$ cat config.mk
export PLATFORM = sky130hd
export DESIGN_NAME = pid_conditional_antiwindup
export DESIGN_NICKNAME = d
export VERILOG_FILES = /design/src/rtl/core/pca_pkg.sv /design/src/rtl/core/pca_front.sv /design/src/rtl/core/pca_queue.sv /design/src/rtl/core/pca_back.sv /design/src/rtl/core/pid_conditional_antiwindup.sv
export SDC_FILE = /design/constraint.sdc
export NUM_CORES = 2
export LEC_CHECK = 0
export BUFFER_PORTS_ARGS = -buffer_cell sky130_fd_sc_hd__buf_4
export CORE_MARGIN = 2
export CORE_UTILIZATION = 60
export CTS_CLUSTER_SIZE = 16
export DETAILED_ROUTE_END_ITERATION = 6
export PLACE_DENSITY = 0.76
export SLEW_MARGIN = 40
export SYNTH_ARGS = -nofsm -noshare
export SYNTH_HDL_FRONTEND = slang
export SYNTH_HIERARCHICAL = 1
export SYNTH_SLANG_ARGS = --single-unit
$ cat constraint.sdc
create_clock -name clock -period 22.1 [get_ports clock]
set_input_delay 2.21 -clock clock [delete_from_list [all_inputs] [get_ports clock]]
set_output_delay 2.21 -clock clock [all_outputs]
set_load 0.05 [all_outputs]
$ cat src/rtl/core/pca_pkg.sv
// Shared types, widths and register codes for the PID controller with anti-windup.
package pca_pkg;

   localparam int SAMPLE_WIDTH   = 16;
   localparam int GAIN_FRAC_BITS = 8;
   localparam int INTEG_WIDTH    = 40;
   localparam int GAIN_WIDTH     = 16;

   localparam int DIFF_WIDTH  = SAMPLE_WIDTH + 1;
   localparam int PROD_WIDTH  = DIFF_WIDTH + GAIN_WIDTH;
   // pterm - (gain_deriv * dmeas): one bit for the negation, one for the add
   localparam int PD_WIDTH    = PROD_WIDTH + 2;
   localparam int ISUM_WIDTH  = ((INTEG_WIDTH > PROD_WIDTH) ? INTEG_WIDTH : PROD_WIDTH) + 1;
   localparam int SUM_WIDTH   = ((INTEG_WIDTH > PD_WIDTH) ? INTEG_WIDTH : PD_WIDTH) + 1;
   localparam int LIMQ_WIDTH  = SAMPLE_WIDTH + GAIN_FRAC_BITS;

   localparam int QUEUE_DEPTH = 2;
   localparam int QPTR_WIDTH  = (QUEUE_DEPTH > 1) ? $clog2(QUEUE_DEPTH) : 1;
   localparam int QCNT_WIDTH  = $clog2(QUEUE_DEPTH + 1);

   localparam int CSR_INDEX_WIDTH = 3;
   localparam logic [CSR_INDEX_WIDTH-1:0] CSR_GAIN_PROP  = CSR_INDEX_WIDTH'(0);
   localparam logic [CSR_INDEX_WIDTH-1:0] CSR_GAIN_INTEG = CSR_INDEX_WIDTH'(1);
   localparam logic [CSR_INDEX_WIDTH-1:0] CSR_GAIN_DERIV = CSR_INDEX_WIDTH'(2);
   localparam logic [CSR_INDEX_WIDTH-1:0] CSR_DRIVE_MIN  = CSR_INDEX_WIDTH'(3);
   localparam logic [CSR_INDEX_WIDTH-1:0] CSR_DRIVE_MAX  = CSR_INDEX_WIDTH'(4);

   localparam logic signed [INTEG_WIDTH-1:0] INTEG_MAX = {1'b0, {(INTEG_WIDTH-1){1'b1}}};
   localparam logic signed [INTEG_WIDTH-1:0] INTEG_MIN = {1'b1, {(INTEG_WIDTH-1){1'b0}}};

   localparam logic signed [SAMPLE_WIDTH-1:0] SAMPLE_MAX = {1'b0, {(SAMPLE_WIDTH-1){1'b1}}};
   localparam logic signed [SAMPLE_WIDTH-1:0] SAMPLE_MIN = {1'b1, {(SAMPLE_WIDTH-1){1'b0}}};

   typedef enum logic [1:0] {
      CLAMP_NONE = 2'd0,
      CLAMP_MAX  = 2'd1,
      CLAMP_MIN  = 2'd2
   } clamp_type;

   typedef struct packed {
      logic signed [SAMPLE_WIDTH-1:0] target;
      logic signed [SAMPLE_WIDTH-1:0] measured;
      logic                           restart;
   } req_item_type;

   typedef struct packed {
      logic signed [SAMPLE_WIDTH-1:0] drive;
      clamp_type                      clamp_state;
   } rsp_item_type;

   // classified item handed from the front to the back
   typedef struct packed {
      logic signed [DIFF_WIDTH-1:0] err;
      logic signed [DIFF_WIDTH-1:0] dmeas;
      logic                         restart;
   } work_type;

   typedef struct packed {
      logic signed [GAIN_WIDTH-1:0]   gain_prop;
      logic signed [GAIN_WIDTH-1:0]   gain_integ;
      logic signed [GAIN_WIDTH-1:0]   gain_deriv;
      logic signed [SAMPLE_WIDTH-1:0] drive_min;
      logic signed [SAMPLE_WIDTH-1:0] drive_max;
   } csr_type;

   typedef struct packed {
      logic valid;
      logic full;
   } queue_status_type;

endpackage

$ cat src/rtl/core/pca_front.sv
// Front end: accepts items, forms the error and the gated measurement change.
module pca_front (
   input  logic                  clock,
   input  logic                  reset,
   input  logic                  req_valid,
   output logic                  req_stall,
   input  pca_pkg::req_item_type req_item,
   input  logic                  queue_full,
   output logic                  push,
   output pca_pkg::work_type     push_data
);

   logic                                  primed_ff;
   logic                                  primed_in;
   logic signed [pca_pkg::SAMPLE_WIDTH-1:0] last_meas_ff;
   logic signed [pca_pkg::SAMPLE_WIDTH-1:0] last_meas_in;
   logic                                  accept;
   logic                                  use_delta;

   assign req_stall = queue_full;
   assign accept    = req_valid && !queue_full;
   assign push      = accept;

   // restart drops the first-step flag before this item is used
   assign use_delta = primed_ff && !req_item.restart;

   always_comb begin
      push_data.err     = pca_pkg::DIFF_WIDTH'(req_item.target)
                        - pca_pkg::DIFF_WIDTH'(req_item.measured);
      push_data.restart = req_item.restart;
      if (use_delta) begin
         push_data.dmeas = pca_pkg::DIFF_WIDTH'(req_item.measured)
                         - pca_pkg::DIFF_WIDTH'(last_meas_ff);
      end else begin
         push_data.dmeas = '0;
      end
   end

   always_comb begin
      primed_in    = primed_ff;
      last_meas_in = last_meas_ff;
      if (accept) begin
         primed_in    = 1'b1;
         last_meas_in = req_item.measured;
      end
   end

   always_ff @(posedge clock) begin
      if (reset) begin
         primed_ff <= 1'b0;
      end else begin
         primed_ff <= primed_in;
      end
   end

   always_ff @(posedge clock) begin
      last_meas_ff <= last_meas_in;
   end

   assert property (@(posedge clock) disable iff (reset) accept |=> primed_ff)
      else $error("first-step flag not set after an accepted item");

endmodule

$ cat src/rtl/core/pca_queue.sv
// Short item queue between the front end and the back end.
module pca_queue (
   input  logic                       clock,
   input  logic                       reset,
   input  logic                       push,
   input  pca_pkg::work_type          push_data,
   input  logic                       pop,
   output pca_pkg::queue_status_type  status,
   output pca_pkg::work_type          pop_data
);

   pca_pkg::work_type                  mem_ff [pca_pkg::QUEUE_DEPTH];
   logic [pca_pkg::QPTR_WIDTH-1:0]     wr_ptr_ff, wr_ptr_in;
   logic [pca_pkg::QPTR_WIDTH-1:0]     rd_ptr_ff, rd_ptr_in;
   logic [pca_pkg::QCNT_WIDTH-1:0]     count_ff, count_in;
   logic                               do_push;
   logic                               do_pop;

   localparam logic [pca_pkg::QPTR_WIDTH-1:0] LAST_PTR =
      pca_pkg::QPTR_WIDTH'(pca_pkg::QUEUE_DEPTH - 1);
   localparam logic [pca_pkg::QCNT_WIDTH-1:0] FULL_COUNT =
      pca_pkg::QCNT_WIDTH'(pca_pkg::QUEUE_DEPTH);

   assign status.full  = (count_ff == FULL_COUNT);
   assign status.valid = (count_ff != '0);
   assign pop_data     = mem_ff[rd_ptr_ff];

   assign do_push = push && !status.full;
   assign do_pop  = pop && status.valid;

   always_comb begin
      wr_ptr_in = wr_ptr_ff;
      rd_ptr_in = rd_ptr_ff;
      count_in  = count_ff;
      if (do_push) begin
         wr_ptr_in = (wr_ptr_ff == LAST_PTR) ? '0 : wr_ptr_ff + 1'b1;
      end
      if (do_pop) begin
         rd_ptr_in = (rd_ptr_ff == LAST_PTR) ? '0 : rd_ptr_ff + 1'b1;
      end
      if (do_push && !do_pop) begin
         count_in = count_ff + 1'b1;
      end else if (do_pop && !do_push) begin
         count_in = count_ff - 1'b1;
      end
   end

   always_ff @(posedge clock) begin
      if (reset) begin
         wr_ptr_ff <= '0;
         rd_ptr_ff <= '0;
         count_ff  <= '0;
      end else begin
         wr_ptr_ff <= wr_ptr_in;
         rd_ptr_ff <= rd_ptr_in;
         count_ff  <= count_in;
      end
   end

   always_ff @(posedge clock) begin
      if (do_push) begin
         mem_ff[wr_ptr_ff] <= push_data;
      end
   end

   assert property (@(posedge clock) disable iff (reset) count_ff <= FULL_COUNT)
      else $error("queue count beyond depth");

   assert property (@(posedge clock) disable iff (reset) !(push && status.full))
      else $error("item pushed into a full queue");

endmodule

$ cat src/rtl/core/pca_back.sv
// Back end: gain products, saturating integrator, clamp and conditional commit.
module pca_back (
   input  logic                       clock,
   input  logic                       reset,
   input  pca_pkg::csr_type           csr,
   input  pca_pkg::queue_status_type  q_status,
   input  pca_pkg::work_type          q_data,
   output logic                       q_pop,
   output logic                       rsp_valid,
   input  logic                       rsp_stall,
   output pca_pkg::rsp_item_type      rsp_item
);

   logic advance;

   // product stage
   logic                                     m_valid_ff;
   logic signed [pca_pkg::PROD_WIDTH-1:0]    m_pterm_ff, m_iterm_ff, m_dprod_ff;
   logic signed [pca_pkg::DIFF_WIDTH-1:0]    m_err_ff;
   logic                                     m_restart_ff;

   // combine stage
   logic                                     a_valid_ff;
   logic signed [pca_pkg::PD_WIDTH-1:0]      a_pd_ff;
   logic signed [pca_pkg::PROD_WIDTH-1:0]    a_iterm_ff;
   logic signed [pca_pkg::DIFF_WIDTH-1:0]    a_err_ff;
   logic                                     a_restart_ff;

   // integrator loop and output register
   logic signed [pca_pkg::INTEG_WIDTH-1:0]   integ_ff, integ_in;
   logic                                     rsp_valid_ff, rsp_valid_in;
   pca_pkg::rsp_item_type                    rsp_item_ff, rsp_item_in;

   logic signed [pca_pkg::INTEG_WIDTH-1:0]   integ_base;
   logic signed [pca_pkg::ISUM_WIDTH-1:0]    isum;
   logic signed [pca_pkg::INTEG_WIDTH-1:0]   trial;
   logic signed [pca_pkg::SUM_WIDTH-1:0]     sum;
   logic signed [pca_pkg::SUM_WIDTH-1:0]     sum_shift;
   logic signed [pca_pkg::LIMQ_WIDTH-1:0]    minq, maxq;
   logic                                     commit;
   logic                                     fire;

   assign advance   = !rsp_valid_ff || !rsp_stall;
   assign q_pop     = q_status.valid && advance;
   assign fire      = advance && a_valid_ff;
   assign rsp_valid = rsp_valid_ff;
   assign rsp_item  = rsp_item_ff;

   always_ff @(posedge clock) begin
      if (reset) begin
         m_valid_ff   <= 1'b0;
         a_valid_ff   <= 1'b0;
         rsp_valid_ff <= 1'b0;
         integ_ff     <= '0;
      end else begin
         if (advance) begin
            m_valid_ff <= q_status.valid;
            a_valid_ff <= m_valid_ff;
         end
         rsp_valid_ff <= rsp_valid_in;
         integ_ff     <= integ_in;
      end
   end

   always_ff @(posedge clock) begin
      if (advance) begin
         m_pterm_ff   <= pca_pkg::PROD_WIDTH'(csr.gain_prop)
                       * pca_pkg::PROD_WIDTH'(q_data.err);
         m_iterm_ff   <= pca_pkg::PROD_WIDTH'(csr.gain_integ)
                       * pca_pkg::PROD_WIDTH'(q_data.err);
         m_dprod_ff   <= pca_pkg::PROD_WIDTH'(csr.gain_deriv)
                       * pca_pkg::PROD_WIDTH'(q_data.dmeas);
         m_err_ff     <= q_data.err;
         m_restart_ff <= q_data.restart;

         // derivative acts on the measurement, hence the minus sign
         a_pd_ff      <= pca_pkg::PD_WIDTH'(m_pterm_ff) - pca_pkg::PD_WIDTH'(m_dprod_ff);
         a_iterm_ff   <= m_iterm_ff;
         a_err_ff     <= m_err_ff;
         a_restart_ff <= m_restart_ff;
      end
      rsp_item_ff <= rsp_item_in;
   end

   always_comb begin
      integ_base = a_restart_ff ? '0 : integ_ff;
      isum       = pca_pkg::ISUM_WIDTH'(integ_base) + pca_pkg::ISUM_WIDTH'(a_iterm_ff);
      if (isum > pca_pkg::ISUM_WIDTH'(pca_pkg::INTEG_MAX)) begin
         trial = pca_pkg::INTEG_MAX;
      end else if (isum < pca_pkg::ISUM_WIDTH'(pca_pkg::INTEG_MIN)) begin
         trial = pca_pkg::INTEG_MIN;
      end else begin
         trial = isum[pca_pkg::INTEG_WIDTH-1:0];
      end
      sum       = pca_pkg::SUM_WIDTH'(trial) + pca_pkg::SUM_WIDTH'(a_pd_ff);
      sum_shift = sum >>> pca_pkg::GAIN_FRAC_BITS;
      minq      = pca_pkg::LIMQ_WIDTH'(csr.drive_min) <<< pca_pkg::GAIN_FRAC_BITS;
      maxq      = pca_pkg::LIMQ_WIDTH'(csr.drive_max) <<< pca_pkg::GAIN_FRAC_BITS;
   end

   always_comb begin
      rsp_item_in  = rsp_item_ff;
      rsp_valid_in = rsp_valid_ff;
      integ_in     = integ_ff;
      commit       = 1'b0;
      if (advance) begin
         rsp_valid_in = a_valid_ff;
      end
      if (fire) begin
         // max is checked first so crossed limits resolve to max, then min
         if (sum > pca_pkg::SUM_WIDTH'(maxq)) begin
            rsp_item_in.drive       = csr.drive_max;
            rsp_item_in.clamp_state = pca_pkg::CLAMP_MAX;
            commit                  = (a_err_ff <= 0);
         end else if (sum < pca_pkg::SUM_WIDTH'(minq)) begin
            rsp_item_in.drive       = csr.drive_min;
            rsp_item_in.clamp_state = pca_pkg::CLAMP_MIN;
            commit                  = (a_err_ff >= 0);
         end else begin
            rsp_item_in.drive       = sum_shift[pca_pkg::SAMPLE_WIDTH-1:0];
            rsp_item_in.clamp_state = pca_pkg::CLAMP_NONE;
            commit                  = 1'b1;
         end
         integ_in = commit ? trial : integ_base;
      end
   end

   assert property (@(posedge clock) disable iff (reset) !fire |=> $stable(integ_ff))
      else $error("integrator moved without an item in the last stage");

   assert property (@(posedge clock) disable iff (reset) fire |=> rsp_valid_ff)
      else $error("result lost after the last stage fired");

endmodule

$ cat src/rtl/core/pid_conditional_antiwindup.sv
// Top level of the PID controller with conditional-integration anti-windup.
//
// Usage:
//   req_*  : input items (target, measured, restart), taken when req_valid is
//            high and req_stall is low. restart clears the integrator and the
//            first-step flag before the item is processed.
//   rsp_*  : one result per item (drive, clamp_state), taken when rsp_valid
//            is high and rsp_stall is low.
//   csr_*  : register writes (index, data); csr_ready is always high. Write
//            only while no item is in flight.
// Path: an accepted item enters the queue, then passes the product stage,
//   the combine stage and the output register, where its result is shown.
//   Throughput is one item per cycle while no result is stalled, set by the
//   integrator loop (saturating add, output sum, limit compare) around integ_ff.
// Stall: when rsp_stall holds a result, the back end freezes; the two-entry
//   queue absorbs in-flight items and then req_stall rises.
// Reset (synchronous, active high): gains 0, limits at the full sample range,
//   integrator 0, first step pending, queue and pipeline empty.
module pid_conditional_antiwindup (
   input  logic                                   clock,
   input  logic                                   reset,
   input  logic                                   req_valid,
   output logic                                   req_stall,
   input  pca_pkg::req_item_type                  req_item,
   output logic                                   rsp_valid,
   input  logic                                   rsp_stall,
   output pca_pkg::rsp_item_type                  rsp_item,
   input  logic                                   csr_valid,
   output logic                                   csr_ready,
   input  logic [pca_pkg::CSR_INDEX_WIDTH-1:0]    csr_index,
   input  logic [pca_pkg::GAIN_WIDTH-1:0]         csr_wdata
);

   pca_pkg::csr_type           csr_ff, csr_in;
   pca_pkg::queue_status_type  q_status;
   pca_pkg::work_type          push_data;
   pca_pkg::work_type          pop_data;
   logic                       push;
   logic                       pop;

   assign csr_ready = 1'b1;

   always_comb begin
      csr_in = csr_ff;
      if (csr_valid && csr_ready) begin
         unique case (csr_index)
            pca_pkg::CSR_GAIN_PROP:  csr_in.gain_prop  = csr_wdata;
            pca_pkg::CSR_GAIN_INTEG: csr_in.gain_integ = csr_wdata;
            pca_pkg::CSR_GAIN_DERIV: csr_in.gain_deriv = csr_wdata;
            pca_pkg::CSR_DRIVE_MIN:  csr_in.drive_min  = csr_wdata[pca_pkg::SAMPLE_WIDTH-1:0];
            pca_pkg::CSR_DRIVE_MAX:  csr_in.drive_max  = csr_wdata[pca_pkg::SAMPLE_WIDTH-1:0];
            default: ;
         endcase
      end
   end

   always_ff @(posedge clock) begin
      if (reset) begin
         csr_ff.gain_prop  <= '0;
         csr_ff.gain_integ <= '0;
         csr_ff.gain_deriv <= '0;
         csr_ff.drive_min  <= pca_pkg::SAMPLE_MIN;
         csr_ff.drive_max  <= pca_pkg::SAMPLE_MAX;
      end else begin
         csr_ff <= csr_in;
      end
   end

   pca_front u_front (
      .clock      (clock),
      .reset      (reset),
      .req_valid  (req_valid),
      .req_stall  (req_stall),
      .req_item   (req_item),
      .queue_full (q_status.full),
      .push       (push),
      .push_data  (push_data)
   );

   pca_queue u_queue (
      .clock     (clock),
      .reset     (reset),
      .push      (push),
      .push_data (push_data),
      .pop       (pop),
      .status    (q_status),
      .pop_data  (pop_data)
   );

   pca_back u_back (
      .clock     (clock),
      .reset     (reset),
      .csr       (csr_ff),
      .q_status  (q_status),
      .q_data    (pop_data),
      .q_pop     (pop),
      .rsp_valid (rsp_valid),
      .rsp_stall (rsp_stall),
      .rsp_item  (rsp_item)
   );

endmodule

==> impl_metrics.toml <==
[status]
outcome = "completed"

[drt]
drtIter0Drc = 2678
highest_layer = "met5"
vias = 38500
final_antenna_net_count = 0
wl_met1_um = 55700
drcViolationCount = 0
vias_per_cell = 5.72
wl_met2_um = 70100
wl_met3_um = 8560
drtPass1Iterations = 6
detail_route.wl_per_cell_um = 21.0
drt-total-wl_um = 141000

[die]
io_pins = 78
dieArea_mm2 = 0.0938
die_w_um = 306
initial_core_util_pct = 60.7
fp.coreArea_mm2 = 0.0903
fp.dieH_um = 306
core.rowCount = 110

[sta]
fmax_mhz = 86.2
setup_tns_ns = 0
worstMarginPinSlew_ns = 0.908
rsz0062_at_grt = "no"
hold_viol_final = 0
setup_viol = 0
finalCritPeriodShare_pct = 52.5
hold_ws_ns = 0.414
maxSlewHeadroom_pct = 39.5
fin_crit_ns = 11.60
worst_slack_ns = 10.50
fin_worst_skew_ns = 0.0315
slew_violations = 0

[layout]
multi_input_area_mm2 = 0.0385
layout.area.seq_mm2 = 0.0118
drive_above_1_share_pct = 5.60
syn2layout_area_growth_pct = 5.94
stdcell_area_mm2 = 0.0580
fin_nets = 6864
nFillCells = 7172
final_cells = 6727

[grt]
grt_pass1_vias = 41200
track_usage_pct = 30.9
overflow = 0
antenna_found_initial = 3
grt_first_pass_wirelength_um = 225000
grt_max_degree = 65

[power]
p_leak_uw = 0.0257
powerDensity_mw_per_mm2 = 102
vdd_ir_drop_max_uv = 89.0

[logic_synthesis]
ys_seq_area_share_pct = 21.5
syn_inst = 5548
synth_edf_count = 306
yosys_warnings = 6
synthArstFlopShare_pct = 0
yosys.area.top_type_share_pct = 30.4
netlist_top_cells_count = "1003 x inv_1, 833 x fa_1, 547 x nand2_1"
synth_seq_cells = 435
synthTopCellsByArea = "fa_1 30%, edfxtp_1 17%, ha_1 11%"
syn_avg_cell_area_um2 = 9.88
synth_area_mm2 = 0.0548
synth.most_common_cell = "inv_1"
ys_types = 99
syn_nets = 6901
ys_dominant_reg_cell = "edfxtp_1"
yosysTopAreaCell = "fa_1"

[placement]
place_area_mm2 = 0.0564
gp_congestion = 0.952
dp_hpwl_um = 111000
io_buffers = 76
dp.cells = 6636
dpl_worst_slack_ns = 10.63

[min_path]
hold_class = "reg2reg"

[clock_network]
clk_latency_ns = 0.62
clock_sinks = 435
postCtsHoldBufs = 0
numCtsBuffers = 49
cts.path.max_buffers = 3
clockRootBuffer = "clkbuf_16"
cts_tree = "yes"
htree_levels = 2
postCtsResizedCells = 0
clk_pin_slew_ns = 0.07
postCtsSetupRepairBufs = 0

[worst_setup_path]
setup.worst_path.start_class = "register"
crit_path_max_fanout = 41
path_buf_inv = 4
slowest_delay_ns = 0.47
critical_path_required_ns = 22.60
crit_slowest_cell = "ha_1"
crit_arrival_ns = 12.10
path_class = "reg2reg"
critical-path-top-delay-family = "compound AO/OA/AOI/OAI gates"
end_kind = "register"

[job]
max_cap_viol_count = 0
==> layer usage <==
metal | global-route usage (%) | vias to the layer above
met4 | 13.7 | 2
li1 | - | 17600
met2 | 53.9 | 1356
met5 | 0 | -
met1 | 37.9 | 19100
met3 | 4.91 | 348
==> sequential cells by signal, indices dropped and copies added, names as in the netlist, 2 cells and up, named ones only <==
name,flops
u_back/a_pd_ff,34
u_front/last_meas_ff,16
u_back/a_iterm_ff,33
u_back/m_err_ff,17
u_back/m_dprod_ff,33
u_back/m_iterm_ff,33
u_back/a_err_ff,17
csr_ff,80
u_queue/mem_ff,70
u_back/rsp_item,18
u_back/integ_ff,40
u_queue/count_ff,2
u_back/m_pterm_ff,33
==> area by class of cell <==
| type | count | share of cell area, % |
|---|---|---|
| flip-flops and latches | 435 | 20.3 |
| clock buffers | 52 | 2.13 |
| well taps | 1176 | 2.53 |
| repair buffers | 114 | 1.47 |
| inverters | 1003 | 6.49 |
| multi-input cells | 3908 | 66.4 |
| diodes | 1 | 0.00431 |
| clock inverters | 38 | 0.664 |
==> placed cells by master (no fill, tap or decap), drive strengths merged, types with 45 or more instances in the layout <==
cell type,Yosys,layout
mux2i,97,97
edfxtp,306,306
o21ai,135,135
fa,833,833
nor2b,71,71
nor2,208,208
nand3,46,46
inv,1003,1011
ha,463,463
a21oi,225,225
nor3,45,45
and2,335,335
nand2b,162,162
a21o,95,95
xnor2,157,157
dfxtp,129,129
nand2,547,547
xor2,67,67
buf,30,114
clkbuf,172,52
==> report_power, final <==
part           switching [µW]  internal, µW  total (µW)
sequential                148          1210        1360
combinational            2380          1340        3720
clock                     366           472         838
total                    2890          3030        5920
==> kinds of logic after synthesis <==
group           share of synthesized area, %
compound gates                          8.75
xor+xnor                                3.59
fa+ha+maj                               41.2
buf+inv                                 8.39
flops                                   21.5
mux                                     2.54
other cells                          0.00684
simple gates                            14.1
==> through the flow <==
stage | utilization [%] | total power (µW)
after floorplan | - | 3850
after global placement | 62.4 | 4970
after detailed placement | 62.4 | 5020
after CTS | 64.2 | 5870
after global routing | 64.3 | 6340
final | 64.3 | 5920
==> final timing paths <==
kind / startpoint / to / slack (ns) / depth (start not counted)
setup reg to reg: u_back/a_restart_ff$_DFFE_PN_ / u_back/integ_ff[12]$_SDFFE_PP0P_ / 10.50 / 43
hold / removal: u_back/m_iterm_ff[30]$_DFFE_PN_ / u_back/a_iterm_ff[30]$_DFFE_PN_ / 0.41 / 0
setup / recovery: u_back/a_restart_ff$_DFFE_PN_ / u_back/integ_ff[12]$_SDFFE_PP0P_ / 10.50 / 43
hold reg to reg: u_back/m_iterm_ff[30]$_DFFE_PN_ / u_back/a_iterm_ff[30]$_DFFE_PN_ / 0.41 / 0
No activity file was read; power rests on OpenSTA's default activity.
